===== src/hw/rtl/mbe_pkg.sv =====
// ----------------------------------------------------------------------------
// mbe_pkg
// Shared types, constants and helpers for the Mandelbrot escape-time pixel
// unit: field widths, register map, reset values and coordinate saturation.
// ----------------------------------------------------------------------------
package mbe_pkg;

  // Image and number format.
  localparam int IMG_WIDTH  = 512;
  localparam int IMG_HEIGHT = 512;
  localparam int FRAC_BITS  = 28;

  // Field widths.
  localparam int COL_W   = 9;
  localparam int ROW_W   = 9;
  localparam int COORD_W = 32;
  localparam int STEP_W  = 31;
  localparam int COUNT_W = 16;
  localparam int BOUND_W = 32;
  localparam int COLOR_W = 8;

  // Configuration port.
  localparam int ADDR_W = 5;
  localparam int DATA_W = 32;

  // Register map, indexed by paddr[4:2].
  localparam int REG_IDX_W = 3;
  localparam logic [REG_IDX_W-1:0] REG_REAL_MIN   = 3'd0;
  localparam logic [REG_IDX_W-1:0] REG_IMAG_MIN   = 3'd1;
  localparam logic [REG_IDX_W-1:0] REG_STEP_REAL  = 3'd2;
  localparam logic [REG_IDX_W-1:0] REG_STEP_IMAG  = 3'd3;
  localparam logic [REG_IDX_W-1:0] REG_ITER_LIMIT = 3'd4;
  localparam logic [REG_IDX_W-1:0] REG_ESC_BOUND  = 3'd5;
  localparam logic [REG_IDX_W-1:0] REG_OUT_GREEN  = 3'd6;
  localparam logic [REG_IDX_W-1:0] REG_OUT_BLUE   = 3'd7;

  // Reset values.
  localparam logic [COORD_W-1:0] RST_REAL_MIN   = 32'hD800_0000;  // -2.5
  localparam logic [COORD_W-1:0] RST_IMAG_MIN   = 32'hE000_0000;  // -2.0
  localparam logic [STEP_W-1:0]  RST_STEP_REAL  = 31'd2097152;
  localparam logic [STEP_W-1:0]  RST_STEP_IMAG  = 31'd2097152;
  localparam logic [COUNT_W-1:0] RST_ITER_LIMIT = 16'd200;
  localparam logic [BOUND_W-1:0] RST_ESC_BOUND  = 32'h4000_0000;  // 4.0
  localparam logic [COLOR_W-1:0] RST_OUT_GREEN  = 8'd0;
  localparam logic [COLOR_W-1:0] RST_OUT_BLUE   = 8'd100;

  // Colors.
  localparam logic [COLOR_W-1:0] COLOR_FULL  = 8'd255;
  localparam logic [COLOR_W-1:0] COLOR_NONE  = 8'd0;

  // Datapath widths.
  localparam int PROD_W  = 2 * COORD_W;               // full square / cross product
  localparam int ZSQ_W   = PROD_W - FRAC_BITS;        // square after truncation
  localparam int CROSS_W = PROD_W - FRAC_BITS + 1;    // 2*zx*zy after truncation
  localparam int MAP_W   = COL_W + STEP_W;            // index times step
  localparam int SUM_W   = MAP_W + 2;                 // mapped coordinate before saturation
  localparam int ITER_W  = CROSS_W + 2;               // next z before saturation
  localparam int SAT_W   = (SUM_W > ITER_W) ? SUM_W : ITER_W;

  localparam int QUEUE_DEPTH = 2;
  localparam int QPTR_W      = $clog2(QUEUE_DEPTH);
  localparam int QCNT_W      = $clog2(QUEUE_DEPTH + 1);

  typedef struct packed {
    logic [COORD_W-1:0] real_min;
    logic [COORD_W-1:0] imag_min;
    logic [STEP_W-1:0]  step_real;
    logic [STEP_W-1:0]  step_imag;
    logic [COUNT_W-1:0] iteration_limit;
    logic [BOUND_W-1:0] escape_bound_sq;
    logic [COLOR_W-1:0] outside_green;
    logic [COLOR_W-1:0] outside_blue;
  } cfg_t;

  // Mapped point c handed from the front end to the iteration engine.
  typedef struct packed {
    logic [COORD_W-1:0] cx;
    logic [COORD_W-1:0] cy;
  } point_t;

  // Clamp a wide signed value to the signed coordinate range.
  function automatic logic [COORD_W-1:0] sat_coord(input logic [SAT_W-1:0] x);
    logic [SAT_W-COORD_W:0] upper;
    logic [COORD_W-1:0]     result;
    upper = x[SAT_W-1:COORD_W-1];
    if ((&upper) || !(|upper)) begin
      result = x[COORD_W-1:0];
    end else if (x[SAT_W-1]) begin
      result = {1'b1, {(COORD_W-1){1'b0}}};
    end else begin
      result = {1'b0, {(COORD_W-1){1'b1}}};
    end
    return result;
  endfunction

endpackage


===== src/hw/rtl/mbe_front.sv =====
// ----------------------------------------------------------------------------
// mbe_front
// Pixel intake: clamps the indices, maps them to the complex point c through
// a multiply stage and a sum stage, snaps a near-zero imaginary part, and
// pushes the saturated point into the queue.
// ----------------------------------------------------------------------------
module mbe_front import mbe_pkg::*; (
  input  logic             clk,
  input  logic             rst,
  input  cfg_t             cfg,
  input  logic             pixel_valid,
  output logic             pixel_stall,
  input  logic [COL_W-1:0] pixel_col,
  input  logic [ROW_W-1:0] pixel_row,
  output logic             push,
  output point_t           push_data,
  input  logic             full
);

  typedef enum logic [3:0] {
    F_IDLE = 4'b0001,
    F_MUL  = 4'b0010,
    F_SUM  = 4'b0100,
    F_PUSH = 4'b1000
  } front_state_t;

  front_state_t state;
  front_state_t state_next;

  logic [COL_W-1:0] col;
  logic [ROW_W-1:0] row;
  logic [MAP_W-1:0] prod_re;
  logic [MAP_W-1:0] prod_im;
  logic [SUM_W-1:0] sum_re;
  logic [SUM_W-1:0] sum_im;

  logic [COL_W-1:0] col_clamped;
  logic [ROW_W-1:0] row_clamped;
  logic [SUM_W-1:0] cy_mag;
  logic             snap;
  logic [SAT_W-1:0] cy_wide;

  assign pixel_stall = (state != F_IDLE);

  always_comb begin
    col_clamped = pixel_col;
    row_clamped = pixel_row;
    if (32'(pixel_col) >= 32'(IMG_WIDTH)) begin
      col_clamped = COL_W'(IMG_WIDTH - 1);
    end
    if (32'(pixel_row) >= 32'(IMG_HEIGHT)) begin
      row_clamped = ROW_W'(IMG_HEIGHT - 1);
    end
  end

  // An imaginary part within half a row step of zero is taken as zero.
  always_comb begin
    cy_mag = sum_im[SUM_W-1] ? (~sum_im + SUM_W'(1)) : sum_im;
    snap   = {cy_mag, 1'b0} < {{(SUM_W+1-STEP_W){1'b0}}, cfg.step_imag};
    cy_wide = snap ? '0 : SAT_W'($signed(sum_im));
  end

  assign push         = (state == F_PUSH) && !full;
  assign push_data.cx = sat_coord(SAT_W'($signed(sum_re)));
  assign push_data.cy = sat_coord(cy_wide);

  always_comb begin
    state_next = state;
    unique case (state)
      F_IDLE: begin
        if (pixel_valid) begin
          state_next = F_MUL;
        end
      end
      F_MUL:  state_next = F_SUM;
      F_SUM:  state_next = F_PUSH;
      F_PUSH: begin
        if (!full) begin
          state_next = F_IDLE;
        end
      end
      default: state_next = F_IDLE;
    endcase
  end

  always_ff @(posedge clk) begin
    if (rst) begin
      state <= F_IDLE;
    end else begin
      state <= state_next;
    end
  end

  always_ff @(posedge clk) begin
    if (state == F_IDLE && pixel_valid) begin
      col <= col_clamped;
      row <= row_clamped;
    end
    if (state == F_MUL) begin
      prod_re <= MAP_W'(col) * MAP_W'(cfg.step_real);
      prod_im <= MAP_W'(row) * MAP_W'(cfg.step_imag);
    end
    if (state == F_SUM) begin
      sum_re <= {{(SUM_W-COORD_W){cfg.real_min[COORD_W-1]}}, cfg.real_min}
                + {2'b00, prod_re};
      sum_im <= {{(SUM_W-COORD_W){cfg.imag_min[COORD_W-1]}}, cfg.imag_min}
                + {2'b00, prod_im};
    end
  end

endmodule


===== config.mk =====
export PLATFORM = sky130hd
export DESIGN_NAME = mbe_front
export DESIGN_NICKNAME = d
export VERILOG_FILES = /design/src/hw/rtl/mbe_pkg.sv /design/src/hw/rtl/mbe_front.sv
export SDC_FILE = /design/constraint.sdc
export NUM_CORES = 2
export LEC_CHECK = 0
export ABC_AREA = 0
export ABC_CLOCK_PERIOD_IN_PS = 18100
export BUFFER_PORTS_ARGS = -buffer_cell sky130_fd_sc_hd__clkbuf_2
export CORE_ASPECT_RATIO = 0.75
export CORE_MARGIN = 2
export CORE_UTILIZATION = 67
export CTS_CLUSTER_DIAMETER = 100
export DETAILED_ROUTE_END_ITERATION = 12
export HOLD_SLACK_MARGIN = 0.05
export PLACE_DENSITY_LB_ADDON = 0.12
export SYNTH_ARGS = -nofsm -noshare
export SYNTH_HDL_FRONTEND = slang
export SYNTH_SLANG_ARGS = --single-unit

===== constraint.sdc =====
create_clock -name clk -period 18.1 [get_ports clk]
set_input_delay 0 -clock clk [delete_from_list [all_inputs] [get_ports clk]]
set_output_delay 0 -clock clk [all_outputs]
set_load 0.01 [all_outputs]

-- Word level (Yosys, flattened, before mapping)
Cells that the tools add are included.
- register bits after elaboration: 186
- input bits: 212
- output and inout port bits: 66
- logic and storage cells: 42
- add/sub/neg operators: 3
- multiply operators: 2
- $lt $le $gt $ge: 1
- equal/unequal tests: 7
- mux-type cells: 9
- bitwise operators: 1
- reductions and logical operators: 12
- operators by type and width (operator ; count):
    32-bit 2-to-1 mux ; 4
    32-bit by 41-bit adder with 42-bit output ; 2
    42-bit 2-to-1 mux ; 2
    9-bit by 31-bit multiplier with 40-bit output ; 2
    43-bit by 31-bit < comparator with 1-bit output ; 1
    42-bit by 1-bit adder with 42-bit output, second input constant ; 1
    42-bit NOT ; 1
    11-bit AND reduction ; 2
    11-bit OR reduction ; 2
    4-bit case mux with 4 select lines ; 1
    4-bit 2-to-1 mux ; 2
    4-bit by 1-bit == test with 1-bit output, second input constant ; 1
    4-bit by 2-bit == test with 1-bit output, second input constant ; 1
    4-bit by 3-bit == test with 1-bit output, second input constant ; 1
    4-bit == test, second input constant ; 1
    2-bit != test, second input constant ; 2
    4-bit by 1-bit != test with 1-bit output, second input constant ; 1
    1-bit zero test ; 3
    1-bit logical AND ; 2
    1-bit logical OR ; 2
    2-bit AND reduction ; 1

-- Logic depth before layout (Yosys ltp)
- depth in word-level cells: 9
- mapped depth: 21
- gate-level depth less buffers: 20

-- Worst setup path after synthesis
OpenSTA, ideal clock, no wires.
- path type: register -> register
- from: register state[1]
- to: register sum_im[0], enable pin
- library setup time: 762 ps
- data arrival time: 9027 ps
- data required time: 17338 ps
- setup slack: 8310 ps
- stages on the path, launching flop included: 2
- buffers on the path: 0
- cells stage by stage: dfxtp_1 -> nor4b_1
- longest elaborated chain between the ends: 1
- RTL lines (what ; RTL line ; source):
    from (decl) ; mbe_front.sv:27 ; front_state_t state;
    from (signal assigned) ; mbe_front.sv:90 ; state <= state_next;
    4-bit by 3-bit == test with 1-bit output ; mbe_front.sv:103 ; if (state == F_SUM) begin
    to (signal assigned) ; mbe_front.sv:106 ; sum_im <= {{(SUM_W-COORD_W){cfg.imag_min[COORD_W-1]}}, cfg.imag_min}
    to (decl) ; mbe_front.sv:35 ; logic [SUM_W-1:0] sum_im;
No other way between the ends.
A chain may end at the register's enable or synchronous reset.

-- Worst setup path after layout
- from: register row[4]
- to: register prod_im[39] (data pin)
- longest elaborated chain between the ends: 1
- RTL lines (what ; RTL line ; source):
    from (decl) ; mbe_front.sv:31 ; logic [ROW_W-1:0] row;
    from (signal assigned) ; mbe_front.sv:97 ; row <= row_clamped;
    9-bit by 31-bit multiplier with 40-bit output ; mbe_front.sv:101 ; prod_im <= MAP_W'(row) * MAP_W'(cfg.step_imag);
    to (signal assigned) ; mbe_front.sv:101 ;
    to (decl) ; mbe_front.sv:33 ; logic [MAP_W-1:0] prod_im;
No other way between the ends.

==> results.toml <==
[run_status]
status = "finished clean"

[flow_run]
cap_violations = 0

[die]
initial_core_util = 0.679
die_w_um = 246
io_pins = 278
die-area_um2 = 45700
core_area_um2 = 43400
placementRows = 66
fp.dieH_um = 186

[timing]
rsz0062_at_grt = "false"
fin_skew_ns = 0.0210
worst_hold_slack_ns = 0.0646
worst_pin_slew_ns = 1.32
finalSetupTns_ns = 0
slew_headroom = 0.118
clock.fmax_ghz = 0.154
drv_slew = 0
timing_hold_violations_final = 0
fin_crit_ns = 6.49
setup_viol = 0
fin_crit_sh = 0.359

[cts]
post-cts-setup-buffer-count = 0
root_buffer = "clkbuf_16"
clk_pin_slew_ns = 0.08
htreeDepth = 4
cts_resized = 0
numCtsBuffers = 17
clk_latency_ns = 0.48
cts_tree = "yes"
clk_path_buf_depth = 2
clock-sinks = 186

[route]
drt_iter0_drc = 2150
drt-pass1-iter-count = 5
drt-wirelength-per-cell_um = 19.9
wl_met1_mm = 36.0
dr_wl_met3_mm = 9.95
wl_met2_mm = 31.9
vias = 23600
wl_mm = 78.7
antenna_left = 0
drcViolationCount = 0
viasPerCell = 5.96
dr.max_layer_used = "met5"

[pwr]
leakagePower_nw = 15.3
p_per_area_nw_per_um2 = 138
max-vdd-ir-drop_mv = 0.120

[logic_synthesis]
synthCells = 3219
synth.top_cell.area_share = 0.279
synth-edff-count = 182
ys_types = 73
netlist_area_um2 = 29400
synth.top_cells.by_count = "538 x inv_1, 410 x fa_1, 363 x nand2_1"
synth.most_common_cell = "inv_1"
synth_area_per_cell_um2 = 9.15
ys_ff_latch = 186
yosys_warnings = 0
ys_seq_area_frac = 0.188
syn_nets = 4074
synth_top_area_cell = "fa_1"
yosys-top-cells-area = "fa_1 28%, edfxtp_1 19%, ha_1 9.9%"
synthArstFlopShare = 0
synthFlopType = "edfxtp_1"

[place]
dp_hpwl_mm = 61.8
dp_cells = 3897
numPortBuffers = 213
dpl_cell_area_um2 = 30900
place.gp.congestion = 0.919

[cells_and_area]
num-nets-final = 4225
stdcell_area_um2 = 31800
final_cell_count_no_fill = 3963
final_layout_size_suffix_gt1_frac = 0.0949
syn2layout_area_growth_pct = 8.00
final_util = 0.734

[critical_path]
critical_path_required_ns = 18.31
r2r_slack_ns = 11.61
startpoint_type = "flop"
crit_path_start = "row[4]"
reg2regPathDepth = 17
reg2reg_from = "row[4]"
path_class = "reg2reg"
cp.arrival_ns = 6.70
rr_endpoint = "prod_im[39]"
end_kind = "flop"
cp-endpoint = "prod_im[39]"
worstPathMaxFanout = 31

[global_route]
grt_pass1_wl_mm = 126
grt.overflow.total = 0
antenna_found_initial = 5
grt_pass1_vias = 23300
grt_max_degree = 81
track_usage = 0.357

[min_path]
hp-class = "in2reg"
hold_start = "cfg[132]"
logic make-up (layout without fill, tap and decap cells):
family                     Yosys count  in the layout  share of synthesized area
and+or+nand+nor                    992            992                      0.174
buffers and inverters              669            833                     0.0860
adders and majority gates          643            643                      0.378
AOI/OAI and AO/OA                  566            566                      0.125
DFF                                186            186                      0.188
xor gates and xnor gates           162            162                     0.0482
muxes                                1              1                   0.000340
other                                0              2                          0
worst min-delay path by stage:
stage                end  cells after the start
2_1_floorplan       push                      1
3_3_place_gp      col[5]                      1
3_5_place_dp      row[0]                      1
4_1_cts        sum_im[6]                      3
5_1_grt        sum_re[3]                      3
6_report       sum_im[6]                      3
where the power goes:
group	internal (mW)	switching [mW]	leakage, nW
Sequential	0.665	0.0256	1.68
Clock	0.199	0.198	0.298
Combinational	1.31	2.01	13.3
Total	2.17	2.23	15.3
cell type report:
cell class              count  area (um^2)
clock buffers              18          429
flip-flops and latches    186         5550
fillers                  3180        11600
repair buffers            262         1510
inverters                 539         2020
diodes                      2         5.00
clock inverters            14          176
well taps                 578          723
multi-input cells        2364        21400
what timing repair did:
| action | 4_1_cts | 5_1_grt |
|---|---|---|
| hold endpoints to repair | 33 | 0 |
| setup endpoints to repair | 0 | 0 |
| hold buffers | 32 | 0 |
flip-flops by register name, indices dropped and copies added (netlist names):
signal,count
row,9
sum_im,42
prod_im,40
prod_re,40
col,9
state,4
sum_re,42
worst max-delay path: stages, from the launching register on:
cell and delay, ns:
edfxtp_1 1.23, and2_1 0.30, fa_1 0.46, fa_1 0.51, fa_1 0.50, inv_1 0.05, fa_1 0.48, inv_1 0.04
ha_1 0.33, a21oi_1 0.37, o211ai_1 0.25, a22oi_1 0.37, o211ai_1 0.16, a21oi_1 0.26, o31ai_1 0.18, a221oi_1 0.38
a21oi_1 0.15, xnor2_1 0.17
metrics by stage:
stage	total power, mW	setup slack [ns]
after floorplan	3.05	8.31
after global placement	3.81	12.02
after detailed placement	3.90	11.86
after CTS	4.32	11.85
after global routing	4.80	11.48
final	4.40	11.61
per-layer routing:
layer  vias to the layer above  GRT usage
met5                         -          0
met2                      1289      0.493
met3                        76     0.0967
li1                      10800          -
met1                     11500      0.566
met4                         2     0.0601
cells in the final DEF (no fill, tap or decap), types with 18 or more instances in the layout:
master,synthesis,routed
a21o_1,79,79
o31ai_1,21,21
nand2b_1,31,31
xnor2_1,117,117
nand2_1,363,363
and2_1,318,318
o21ai_0,127,127
inv_1,538,537
nor2b_1,24,24
clkbuf_2,0,213
dlygate4sd3_1,0,32
nor3_1,38,37
nand3_1,27,27
a211oi_1,21,21
o211ai_1,18,18
ha_1,233,233
nand4_1,28,28
fa_1,410,410
edfxtp_1,182,182
a21oi_2,30,30
o21a_1,20,20
xor2_1,45,45
a21oi_1,140,140
nor2_1,91,91
No activity file was read; power rests on OpenSTA's default activity.
